File: config.mk
export PLATFORM = sky130hd
export DESIGN_NAME = plc_rgb
export DESIGN_NICKNAME = d
export VERILOG_FILES = /design/src/plc_pkg.sv /design/src/plc_rgb.sv
export SDC_FILE = /design/constraint.sdc
export NUM_CORES = 1
export LEC_CHECK = 0
export BUFFER_PORTS_ARGS = -buffer_cell sky130_fd_sc_hd__buf_2
export CORE_MARGIN = 4
export CORE_UTILIZATION = 35
export DETAILED_ROUTE_END_ITERATION = 8
export PLACE_DENSITY_LB_ADDON = 0.25
export SETUP_SLACK_MARGIN = 0.2
export SYNTH_ARGS = -nofsm -noshare
export SYNTH_HDL_FRONTEND = slang
export SYNTH_SLANG_ARGS = --single-unit
File: constraint.sdc
create_clock -name vclk -period 3.35
set_input_delay 0.335 -clock vclk [all_inputs]
set_output_delay 0.335 -clock vclk [all_outputs]
set_load 0.05 [all_outputs]
File: src/plc_pkg.sv
`timescale 1ns / 1ps

package plc_pkg;

  localparam int unsigned PALETTE_ENTRIES_DEF = 1024;

  // input field widths
  localparam int unsigned ADDR_W  = 11;
  localparam int unsigned BYTE_W  = 8;
  localparam int unsigned ALPHA_W = 2;
  localparam int unsigned PEN_W   = 4;
  localparam int unsigned IDX_W   = ALPHA_W + 2 * PEN_W;
  localparam int unsigned CHAN_W  = 3;
  localparam int unsigned COLOR_W = 8;
  localparam int unsigned WORD_W  = 4 * CHAN_W;

  localparam int unsigned IN_DATA_W  = 32;
  localparam int unsigned OUT_DATA_W = 40;

  localparam logic KIND_WRITE = 1'b0;
  localparam logic KIND_PIXEL = 1'b1;

  // item in flight between the memory read and the output register
  typedef struct packed {
    logic              valid;
    logic              kind;
    logic [IDX_W-1:0]  index;
    logic              wr_low;
    logic              wr_high;
    logic [BYTE_W-1:0] wr_byte;
  } stage_t;

endpackage

File: src/plc_rgb.sv
`timescale 1ns / 1ps

module plc_rgb (
  input  logic [plc_pkg::WORD_W-1:0]  word,
  output logic [plc_pkg::COLOR_W-1:0] red,
  output logic [plc_pkg::COLOR_W-1:0] green,
  output logic [plc_pkg::COLOR_W-1:0] blue
);
  import plc_pkg::*;

  // 5 * channel * intensity; the product of two 3-bit values fits 6 bits
  function automatic logic [COLOR_W-1:0] scale(input logic [CHAN_W-1:0] c,
                                               input logic [CHAN_W-1:0] i);
    logic [2*CHAN_W-1:0] p;
    logic [COLOR_W-1:0]  pw;
    p  = c * i;
    pw = COLOR_W'(p);
    return (pw << 2) + pw;
  endfunction

  logic [CHAN_W-1:0] inten;

  assign inten = word[3*CHAN_W +: CHAN_W];
  assign red   = scale(word[2*CHAN_W +: CHAN_W], inten);
  assign green = scale(word[CHAN_W +: CHAN_W], inten);
  assign blue  = scale(word[0 +: CHAN_W], inten);

endmodule
======== Word-level counts from Yosys, hierarchy flattened ========
Cells that the tools add are included.
cells by class
  $mul .................................... 3
  $add $sub $neg .......................... 3
operator list
  operator                                     count
  8-bit by 6-bit adder with 8-bit output       3
  3-bit by 3-bit multiplier with 6-bit output  3
storage, ports and cells
  word-level logic and storage cells ...... 6
  flip-flop bits (word level) ............. 0
  output and inout bits ................... 24
  bits of input ports ..................... 12

======== Logic depth before layout (Yosys ltp) ========
Gate-level depths: netlist of run 1.
  depth in word-level cells ............... 2
  depth in mapped cells ................... 13
  mapped depth without buffers ............ 13

======== Worst setup path after synthesis of run 1 ========
No wires, ideal clock.
  kind .................................... input to output
  from .................................... input port word[0] (netlist bit)
  to ...................................... output port blue[7] (netlist bit)
  data arrival time ....................... 3,221 ps
  path slack .............................. -206 ps
  cell stages on the path ................. 12
  required time ........................... 3,015 ps
  path through ............................ nand2_1 fa_1 inv_1 ha_1 fa_1 xnor2_1 inv_1 ha_1 o21a_1 a21oi_1 nor2_1 xor2_1
between the ends
  cells in the longest elaborated chain, start to end .. 2
RTL lines
  element                                      RTL line       RTL
  start, declared                              plc_rgb.sv:4   input logic [plc_pkg::WORD_W-1:0] word,
  3-bit by 3-bit multiplier with 6-bit output  plc_rgb.sv:16  p = c * i;
  8-bit by 6-bit adder with 8-bit output       plc_rgb.sv:18  return (pw << 2) + pw;
  end, declared                                plc_rgb.sv:7   output logic [plc_pkg::COLOR_W-1:0] blue
Every way passes these cells.

======== Final worst setup path of run 1 ========
  from .................................... input port word[11] (netlist bit)
  to ...................................... output port red[7] (netlist bit)
between the ends
  cells in the longest elaborated chain, start to end .. 2
RTL lines
  element                                      RTL line       RTL
  3-bit by 3-bit multiplier with 6-bit output  plc_rgb.sv:16
  8-bit by 6-bit adder with 8-bit output       plc_rgb.sv:18
  end, declared                                plc_rgb.sv:5   output logic [plc_pkg::COLOR_W-1:0] red,
Every way passes these cells.

==> results of run 1 <==
-- final cells by class --
class,count,area (µm²),share of cell area
Multi-Input combinational cell,108,1320,0.651
Tap cell,31,38.8,0.0191
Timing Repair Buffer,68,564,0.278
Inverter,28,105,0.0518
-- cells by family (layout without fill, tap and decap cells) --
logic type               count (synthesis)  count (layout)
AO/OA/AOI/OAI                           21              21
AND/OR/NAND/NOR                         36              36
XOR/XNOR                                15              15
buffers and inverters                   28              96
adder cells (fa/ha/maj)                 36              36
-- stage by stage --
step                      hold WS [ns]   util  setup WS [ns]  cells  area [µm²]
after floorplan                  0.965      -         0.0201    136        1240
after global placement            1.14  0.578         -0.133    226        1640
after detailed placement          1.14  0.578         -0.207    226        1640
after CTS                         1.13  0.672         0.0575    229        1900
after global routing              1.15  0.717        -0.0398    235        2030
final                             1.13  0.717         0.0712    235        2030
-- worst max path at each step --
stage | cells after the start | slack [ns] | end | from
floorplan | 8 | 0.02 | blue[4] | word[0]
global placement | 14 | -0.13 | green[6] | word[11]
detailed placement | 14 | -0.21 | green[6] | word[10]
CTS | 14 | 0.06 | red[7] | word[11]
global route | 12 | -0.04 | blue[7] | word[0]
finish | 14 | 0.07 | red[7] | word[11]
-- where the power goes --
group,leakage [nW],total [W],switching (W),internal (W)
Combinational,1.08,0.000874,0.000508,0.000366
Clock,0,0,0,0
Sequential,0,0,0,0
-- routing by layer --
layer  wire, µm  vias up  share of wire
met3        140        2          0.047
met4         14        0         0.0047
met1       1250      534           0.42
met5          0        -              0
met2       1570       29           0.53
li1           -      573              -
-- cell usage in the layout (no fill, tap or decap) --
master                      n
sky130_fd_sc_hd__a211o_1    3
sky130_fd_sc_hd__a21o_1     2
sky130_fd_sc_hd__a21o_2     1
sky130_fd_sc_hd__a21oi_1    3
sky130_fd_sc_hd__a21oi_2    4
sky130_fd_sc_hd__a21oi_4    2
sky130_fd_sc_hd__and2_1    18
sky130_fd_sc_hd__buf_12     2
sky130_fd_sc_hd__buf_2     17
sky130_fd_sc_hd__buf_4     30
sky130_fd_sc_hd__buf_6     17
sky130_fd_sc_hd__buf_8      1
sky130_fd_sc_hd__clkbuf_4   1
sky130_fd_sc_hd__fa_1       3
sky130_fd_sc_hd__fa_2       6
sky130_fd_sc_hd__ha_1      18
sky130_fd_sc_hd__ha_2       2
sky130_fd_sc_hd__ha_4       7
sky130_fd_sc_hd__inv_1     18
sky130_fd_sc_hd__inv_2     10
sky130_fd_sc_hd__nand2_1    7
sky130_fd_sc_hd__nand2_2    2
sky130_fd_sc_hd__nand2_4    3
sky130_fd_sc_hd__nand3_1    3
sky130_fd_sc_hd__nor2_2     1
sky130_fd_sc_hd__nor2_4     2
sky130_fd_sc_hd__o21a_1     3
sky130_fd_sc_hd__o21ai_0    1
sky130_fd_sc_hd__o21ai_2    1
sky130_fd_sc_hd__o21ai_4    1
sky130_fd_sc_hd__xnor2_1    1
sky130_fd_sc_hd__xnor2_2    7
sky130_fd_sc_hd__xnor2_4    2
sky130_fd_sc_hd__xor2_2     3
sky130_fd_sc_hd__xor2_4     2
-- repair_timing --
action | in CTS | in global routing
endpoints found under the setup margin | 13 | 12
resized for setup | 67 | 24
hold endpoints to repair | 0 | 0
buffers inserted | 3 | 6
pin swaps | 15 | 29
==> results summary, run 1 <==
In this run the power density over the cells is 431 nW/µm². Row generation in the floorplan step produced 19 rows. The pin slew with the least headroom to its limit is 0.311 ns. From synthesis to final layout, the design area changed by 89.5%. After the last flow step, the layout net total stands at 254. The most common cell in the synthesized netlist is sky130_fd_sc_hd__inv_1.

The remaining antenna violation count is 0. The xor/xnor share of the synthesized area is 0.123. The maximum clock frequency is 0.305 GHz.

The complex-gate fraction of the synthesized area came out at 0.124. Detailed placement finished with a half-perimeter wire length of 2260 µm. The number of detailed-route iterations in the first pass came out at 4.

Using the TritonRoute via totals, the vias-per-cell ratio works out to 4.84. The critical setup path kind is input port to output pin. The final routed wirelength across all metal layers came out at 2970 µm.

The combined buffer and inverter count along the critical path came out at 5. For hold timing, the worst endpoint is red[0]. At the end of routability-driven placement, the weighted congestion stood at 0.755. The number of distinct library cell variants in the gate-level netlist after synthesis is 15. The total power draw is 0.000874 W.

Global routing finished with a remaining overflow of 0. The initial antenna violation count came to 0. The number of hold buffers added after cts is 0. STA classifies the critical path startpoint as an input port. The post-synthesis sequential area ratio came out at 0. The worst min-delay path category is input port to output pin.

Ranked by total cell area, the synthesized netlist is headed by sky130_fd_sc_hd__ha_1, sky130_fd_sc_hd__fa_1, sky130_fd_sc_hd__and2_1. The full die area came out at 4010 µm². After layout, the clock buffer instance count stands at 0. The count of sequential standard cells came out at 0.

The first routing iteration left 17 violations. Setup repair after global routing could not meet its margin everywhere. The post-synthesis net count is 184.

The synthesized netlist cell count is 136. The mux contribution to synthesized area came out at 0. The critical path data required time came out at 3.01 ns. The count of buffers inserted at the top-level ports came out at 36. The area taken by flip-flops and latches came out at 0 µm². The headroom to the max-slew limit came out at 0.791. Of the cells placed in the final design, the portion with a size suffix greater than 1 is 0.608. After synthesis, the largest family of logic cells by area is adder cells.

Among cell families on the critical path, the largest total delay comes from adder cells. Of the total synthesized cell area, the portion taken by full adders, half adders and majority gates is 0.484. The vertical die dimension came out at 63.3 µm. Max-cap violations in this run came to 0.

The global routing stage identified its most utilized layer as met2. The cell area after synthesis came out at 1070 µm². In this run the most critical hold path is launched from word[6].

In the global route stage, met2 resource usage came out at 0.274. The slowest stage of the critical path is the sky130_fd_sc_hd__fa_2 cell. The hold violation total from the final report was 0.

The peak ir drop on the vdd network is 0.000318 V. The effective utilization at floorplan came out at 0.379. 36 I/O pins were placed. The static leakage is 1.08 nW.

The depth of the worst hold-timing path is 3. The mean routed wirelength per cell is 12.6 µm. The most repeated library cell on the critical path is sky130_fd_sc_hd__inv_2. The count of fill cells added during filler insertion came out at 199. The share of synthesized cell area in and, or, nand and nor gates came out at 0.172. The fraction of post-synthesis cell area in the top cell type by area came out at 0.315. The number of DRC violations after detailed routing came out at 0.

The total routing usage reported by global routing is 0.148. The largest fanout on the critical path came out at 6. The die is 63.3 µm wide.

Ranked by instance count, the synthesized netlist is headed by sky130_fd_sc_hd__inv_1, sky130_fd_sc_hd__ha_1, sky130_fd_sc_hd__and2_1. The repair_antennas step left the layout with diodes totalling 0. The largest net degree at the start of global routing came out at 8. Data arrives at the worst endpoint at 2.94 ns. The critical path capture point type is an output pin. The routed via count came out at 1,138. The met1 usage is 0.197. Setup violations remaining at the end of the flow were counted as 0.

The delay contributed by the slowest stage of the critical path is 0.58 ns. The region available for standard cell placement spans 2830 µm². The number of global-route vias before repair is 1,230. The total of warnings raised by yosys is 0. The final critical delay including setup and external delays is 3.28 ns. The global-route wire length before repair is 5170 µm. The count of pins over their slew limit is 0. After routing, the total negative slack on setup checks comes to 0 ns.

The flow ran to the end, and the final reports show no timing, DRC or antenna violations. The met3 routing resource usage after global routing is 0.0160. The final clock period utilization by the worst path is 0.979. The critical path goes through buf_12 > nand2_4 > fa_1 > inv_1 > ha_2 > inv_2 > fa_2 > inv_2 > ha_4 > a211o_1 > a21oi_2 > nor2_4 > xor2_4 > buf_6. The synthesized design spends more area on one cell type than any other, namely sky130_fd_sc_hd__ha_1. The mean instance size in the synthesized netlist is 7.88 µm².
(Power assumes the default switching activity.)
==> inputs of run 2 (changes only) <==
--- a/config.mk
+++ b/config.mk
@@ -9,7 +9,7 @@
 export CORE_MARGIN = 4
 export CORE_UTILIZATION = 35
 export DETAILED_ROUTE_END_ITERATION = 8
-export PLACE_DENSITY_LB_ADDON = 0.25
+export RECOVER_POWER = 50
 export SETUP_SLACK_MARGIN = 0.2
 export SYNTH_ARGS = -nofsm -noshare
 export SYNTH_HDL_FRONTEND = slang
==> results summary, run 2 (synthesized netlist as in run 1, its figures left out) <==
The flow ran to the end, but the final reports show violations. The final reports fail on setup timing. The number of hold buffers added after cts is 0 (unchanged). The x dimension of the die came out at 63.3 µm (unchanged). The remaining antenna violation count came out at 0 (unchanged). The mean routed wirelength per cell came out at 14.9 µm (+18%).

The effective utilization at floorplan came out at 0.379 (unchanged). The routability congestion estimate from global placement is 0.735 (-2.6%). The power per cell area is 434 nW/µm² (+0.79%). The DRC marker count from the first detailed-route iteration is 42 (+25). The number of detailed-route iterations in the first pass is 4 (unchanged). The delay contributed by the slowest stage of the critical path is 0.57 ns (about the same).

The hold violation total from the final report is 0 (unchanged). The startpoint type of the worst setup path is an input port. The diode insertion count for antenna repair came out at 0 (unchanged). The final clock period utilization by the worst path came to 1.00 (+0.0232). The worst hold path belongs to the class input port to output pin. The half-perimeter wire length after placement was 2410 µm (+6.7%).

The library cell used most frequently in the layout, excluding fill and tap cells, is sky130_fd_sc_hd__buf_4. The critical path starts at word[11]. Setup repair after global routing could not meet its margin everywhere.

The largest net degree at the start of global routing came out at 9 (+1). The signal on the critical path passes through buf_12 > buf_6 > nand2_4 > fa_1 > inv_1 > ha_2 > inv_2 > fa_2 > inv_2 > ha_4 > a211o_1 > a21oi_2 > nor2_4 > xor2_4 > buf_6. The critical path data required time is 3.01 ns (about the same).

The number of DRC violations after detailed routing was 0 (unchanged). The worst setup slack after layout is -0.00649 ns (-0.0777 ns). The static leakage is 1.13 nW (+4.8%). The initial antenna violation count came out at 0 (unchanged). The signal arrival time at the worst endpoint is 3.02 ns (+0.08 ns). The post-detailed-route via-to-cell ratio was 4.96 (+2.5%). The accumulated negative setup slack came out at -0.00649 ns (-0.00649 ns). The number of clock buffers in the layout is 0 (unchanged). The library cells used most frequently in the layout, excluding fill and tap cells, are sky130_fd_sc_hd__buf_4, sky130_fd_sc_hd__buf_6, sky130_fd_sc_hd__and2_1, sky130_fd_sc_hd__inv_1, sky130_fd_sc_hd__ha_1. The count of standard-cell rows is 19 (unchanged). The placeable core region came out at 2830 µm² (unchanged).

The count of pins over their slew limit came to 0 (unchanged). The final routed wirelength across all metal layers is 3650 µm (+23%). The vertical die dimension was 63.3 µm (unchanged). The full die area came out at 4010 µm² (unchanged).

The final critical delay including setup and external delays was 3.36 ns (+0.0777 ns). The maximum clock frequency came out at 0.298 GHz (-2.3%). The count of nets after finishing came out at 264 (+3.9%). The critical setup path kind is input port to output pin.

The pin slew with the least headroom to its limit was 0.616 ns (+0.306 ns). The global-route wire length before repair came out at 5670 µm (+9.7%). The count of buffers inserted at the top-level ports was 36 (unchanged).

The fraction of layout instances using a drive strength above 1 is 0.607 (about the same). The total global routing overflow is 0 (unchanged). The number of max-capacitance violations reported was 0 (unchanged). For this design, the slowest cell found on the critical path is sky130_fd_sc_hd__fa_2. The area growth from synthesis to layout came out at 105%. The final-report setup violation count is 1 (+1). The number of global-route vias before repair came out at 1,323 (+7.6%). The routed via count came out at 1,216 (+6.9%). The worst setup path is captured at an output pin.

The headroom to the max-slew limit came out at 0.591 (-0.200). The number of standard cells in the layout, taps in and fillers out came to 245 (+4.3%). The count of sequential standard cells came to 0 (unchanged).

The instance count after placement with tap cells included is 225 (-0.44%). The area taken by flip-flops and latches is 0 µm² (unchanged). The count of pins on the block boundary is 36 (unchanged). The peak ir drop on the vdd network is 0.000358 V (+13%). Following the worst setup path forward leads to its endpoint at red[7]. The largest fanout on the critical path is 5 (-1). The total routing usage reported by global routing is 0.171 (+0.0224).
run 2: changes by cell type in the layout (fill, tap and decap cells not counted), moves of 2 or more:
| cell | delta |
|---|---|
| sky130_fd_sc_hd__buf_2 | -12 |
| sky130_fd_sc_hd__clkbuf_1 | +9 |
| sky130_fd_sc_hd__buf_6 | +8 |
| sky130_fd_sc_hd__o21ai_4 | +2 |
| sky130_fd_sc_hd__nand2_1 | -2 |
| sky130_fd_sc_hd__buf_4 | +5 |
run 2: layer usage:
metal | track usage | vias up | wire length, µm
met3 | 0.0160 | 8 | 124
met4 | 0.0189 | 0 | 60
met5 | 0 | - | 0
met1 | 0.190 | 586 | 1410
met2 | 0.353 | 28 | 2060
li1 | - | 594 | -
run 2: worst min path at each step:
stage / cells after the start / to / from
6_report: 3 / red[0] / word[6]
5_1_grt: 3 / red[0] / word[6]
4_1_cts: 3 / red[0] / word[6]
3_5_place_dp: 3 / red[0] / word[6]
3_3_place_gp: 3 / red[0] / word[6]
2_1_floorplan: 1 / blue[0] / word[9]
run 2: per-stage QoR:
stage / worst slack [ns] / total power (W) / cell area [µm²] / hold WS [ns] / util
after global placement: -0.158 / 0.000695 / 1630 / 1.14 / 0.575
after detailed placement: -0.216 / 0.000708 / 1630 / 1.14 / 0.575
after CTS: 0.00191 / 0.000871 / 2030 / 1.13 / 0.717
after global routing: -0.0994 / 0.00101 / 2190 / 1.24 / 0.775
after floorplan: 0.0201 / 0.000542 / 1240 / 0.965 / -
final: -0.00649 / 0.000952 / 2190 / 1.21 / 0.775
run 2: critical path, delay by kind of cell:
kind                       cells  cell delay, ns
AOI/OAI and AO/OA              2            0.49
and+or+nand+nor                2            0.11
buffers and inverters          6            0.56
adders and majority gates      4            1.36
xor gates and xnor gates       1            0.15
run 2: timing repair:
action / CTS / global route
endpoints found under the setup margin: 13 / 13
endpoints found under the hold margin: 0 / 0
gates resized for setup: 82 / 28
pin swaps: 17 / 28
setup buffers: 11 / 9
run 2: layout make-up:
type                       count  area, µm²
inverter                      28        105
multi-input combinational    108       1380
timing repair buffer          78        673
fill                         191        636
tap                           31       38.8
run 2: report_power, final:
group	switching, W	leakage [nW]	internal, W	total, W
logic	0.000541	1.13	0.000411	0.000952
clock network	0	0	0	0
registers	0	0	0	0
total	0.000541	1.13	0.000411	0.000952
==> inputs of run 3 (changes only) <==
--- a/config.mk
+++ b/config.mk
@@ -5,10 +5,9 @@
 export SDC_FILE = /design/constraint.sdc
 export NUM_CORES = 1
 export LEC_CHECK = 0
-export BUFFER_PORTS_ARGS = -buffer_cell sky130_fd_sc_hd__buf_2
-export CORE_MARGIN = 4
 export CORE_UTILIZATION = 35
 export DETAILED_ROUTE_END_ITERATION = 8
+export DONT_BUFFER_PORTS = 1
 export RECOVER_POWER = 50
 export SETUP_SLACK_MARGIN = 0.2
 export SYNTH_ARGS = -nofsm -noshare
==> constraint.sdc (replaced) <==
create_clock -name vclk -period 4.1
set_input_delay 0.41 -clock vclk [all_inputs]
set_output_delay 0.41 -clock vclk [all_outputs]
set_load 0.05 [all_outputs]
==> results summary, run 3 (synthesized netlist as in run 1, its figures left out) <==
The count of standard-cell rows came to 19 (unchanged). The total global routing overflow was 0 (unchanged). The slowest stage of the critical path is the sky130_fd_sc_hd__fa_1 cell. The initial antenna violation count came out at 0 (unchanged).

The pin slew with the least headroom to its limit came out at 0.788 ns (+0.172 ns). The diode insertion count for antenna repair is 0 (unchanged). The DRC marker count from the first detailed-route iteration came out at 23 (-45%).

The x dimension of the die came out at 57.3 µm (-9.5%). The count of buffers inserted at the top-level ports came to 0 (-100%). The total routing usage reported by global routing came to 0.133 (-0.0376).

The flow ran to the end, but the final reports show violations. The mean routed wirelength per cell is 11.5 µm (-23%). The worst path needs 3.46 ns of the cycle, external delays included. The met1 wire length is 972 µm (-31%). Walking the worst path, the cells encountered are nand2_1 > fa_1 > inv_1 > ha_1 > fa_1 > xnor2_1 > inv_1 > ha_1 > a211o_1 > a21oi_1 > nor2_1 > xor2_1 > buf_4.

The vertical die dimension is 57.3 µm (-9.5%). The routed via count was 900 (-26%). The total stage count of the critical path came out at 13 (-2). The number of DRC violations after detailed routing came out at 2 (+2). The area taken by flip-flops and latches was 0 µm² (unchanged). The effective utilization at floorplan is 0.379 (unchanged). The final-report setup violation count came to 0 (-1).

The static leakage came out at 0.716 nW (-37%). The delay contributed by the slowest stage of the critical path is 0.53 ns (-0.04 ns). The final clock period utilization by the worst path came out at 0.844. The met3 wirelength from detailed routing is 99 µm (-20%).

The number of clock buffers in the layout came out at 0 (unchanged). The placeable core region came out at 2830 µm² (unchanged). The largest net degree at the start of global routing was 10 (+1). The peak ir drop on the vdd network is 0.000277 V (-23%). The remaining antenna violation count was 0 (unchanged). The count of sequential standard cells is 0 (unchanged). The count of nets after finishing is 198 (-25%).

The met2 wirelength from detailed routing came out at 981 µm (-52%). Setup repair after global routing left no endpoint under its margin. The full die area came out at 3290 µm² (-18%). The post-detailed-route via-to-cell ratio is 5.03 (+1.3%). The number of hold buffers added after cts came out at 0 (unchanged). The area growth from synthesis to layout came out at 11.7%. The count of pins over their slew limit came out at 0 (unchanged). STA classifies the critical path startpoint as an input port. The critical path data required time came out at 3.69 ns (+0.68 ns). The tightest min-delay check is of the input port to output pin type.

On the critical path the largest part of the delay comes from adder cells. The number of global-route vias before repair came out at 891 (-33%). The number of detailed-route iterations in the first pass came to 7 (+3). The largest fanout on the critical path is 4 (-1). Derived from the worst setup path, the maximum achievable clock frequency is 0.289 GHz. The combined buffer and inverter count along the critical path is 3 (-3).

The signal arrival time at the worst endpoint came out at 3.05 ns (+0.03 ns). The headroom to the max-slew limit came out at 0.474 (-0.117). The final reports fail on DRC. The power per cell area came out at 392 nW/µm² (-9.7%). The critical path capture point type is an output pin. The worst setup path is of the input port to output pin kind.

The global-route wire length before repair came to 3670 µm (-35%). The number of standard cells in the layout, taps in and fillers out came to 179 (-27%). The instance count after placement with tap cells included came out at 179 (-20%). The hold violation total from the final report came out at 0 (unchanged). The depth of the worst hold-timing path is 1 (-2). The number of buffers inserted to repair setup after CTS was 0 (-11). In the layout the commonest cells are sky130_fd_sc_hd__inv_1, sky130_fd_sc_hd__ha_1, sky130_fd_sc_hd__nand2_1, sky130_fd_sc_hd__and2_1, sky130_fd_sc_hd__buf_4.

The routability congestion estimate from global placement came out at 0.764 (+4.0%). The area of all placed cells without fillers is 1200 µm² (-45%). The number of gates resized after cts is 0 (-100%). The fraction of layout instances using a drive strength above 1 is 0.0811 (-0.526). The accumulated negative setup slack came out at 0 ns (+0.00649 ns).

The count of pins on the block boundary came out at 36 (unchanged). The highest metal layer carrying signal wires in the routed design is met3. The final routed wirelength across all metal layers is 2050 µm (-44%).

Leaving out fill and tap cells, the most frequent cell in the layout is sky130_fd_sc_hd__inv_1. The half-perimeter wire length after placement is 1870 µm (-23%). The number of max-capacitance violations reported is 0 (unchanged). The standard cell area after detailed placement came out at 1200 µm² (-26%).
[run 3: power breakdown]
part | switching [W] | internal (W)
Combinational | 0.000330 | 0.000139
Sequential | 0 | 0
Clock | 0 | 0
[run 3: per-layer routing]
metal,track usage,vias to the layer above
li1,-,463
met1,0.180,415
met2,0.249,22
met3,0.00680,0
met4,0,0
met5,0,-
[run 3: area by class of cell]
type | instances | area (µm²)
Timing Repair Buffer | 12 | 86.3
Multi-Input combinational cell | 108 | 966
Fill cell | 294 | 1630
Tap cell | 31 | 38.8
Inverter | 28 | 105
[run 3: path summary, 6_finish.rpt]
check                  to    start  slack, ns
hold / removal     red[0]  word[6]       1.22
setup / recovery  blue[7]  word[0]       0.64
[run 3: metrics by stage]
stage / worst slack (ns) / hold slack, ns / power, W / util
floorplan: 0.394 / 1.11 / 0.000387 / -
global placement: 0.692 / 1.12 / 0.000470 / 0.424
detailed placement: 0.642 / 1.12 / 0.000474 / 0.424
CTS: 0.634 / 1.12 / 0.000476 / 0.424
global route: 0.426 / 1.23 / 0.000500 / 0.423
finish: 0.640 / 1.22 / 0.000469 / 0.423
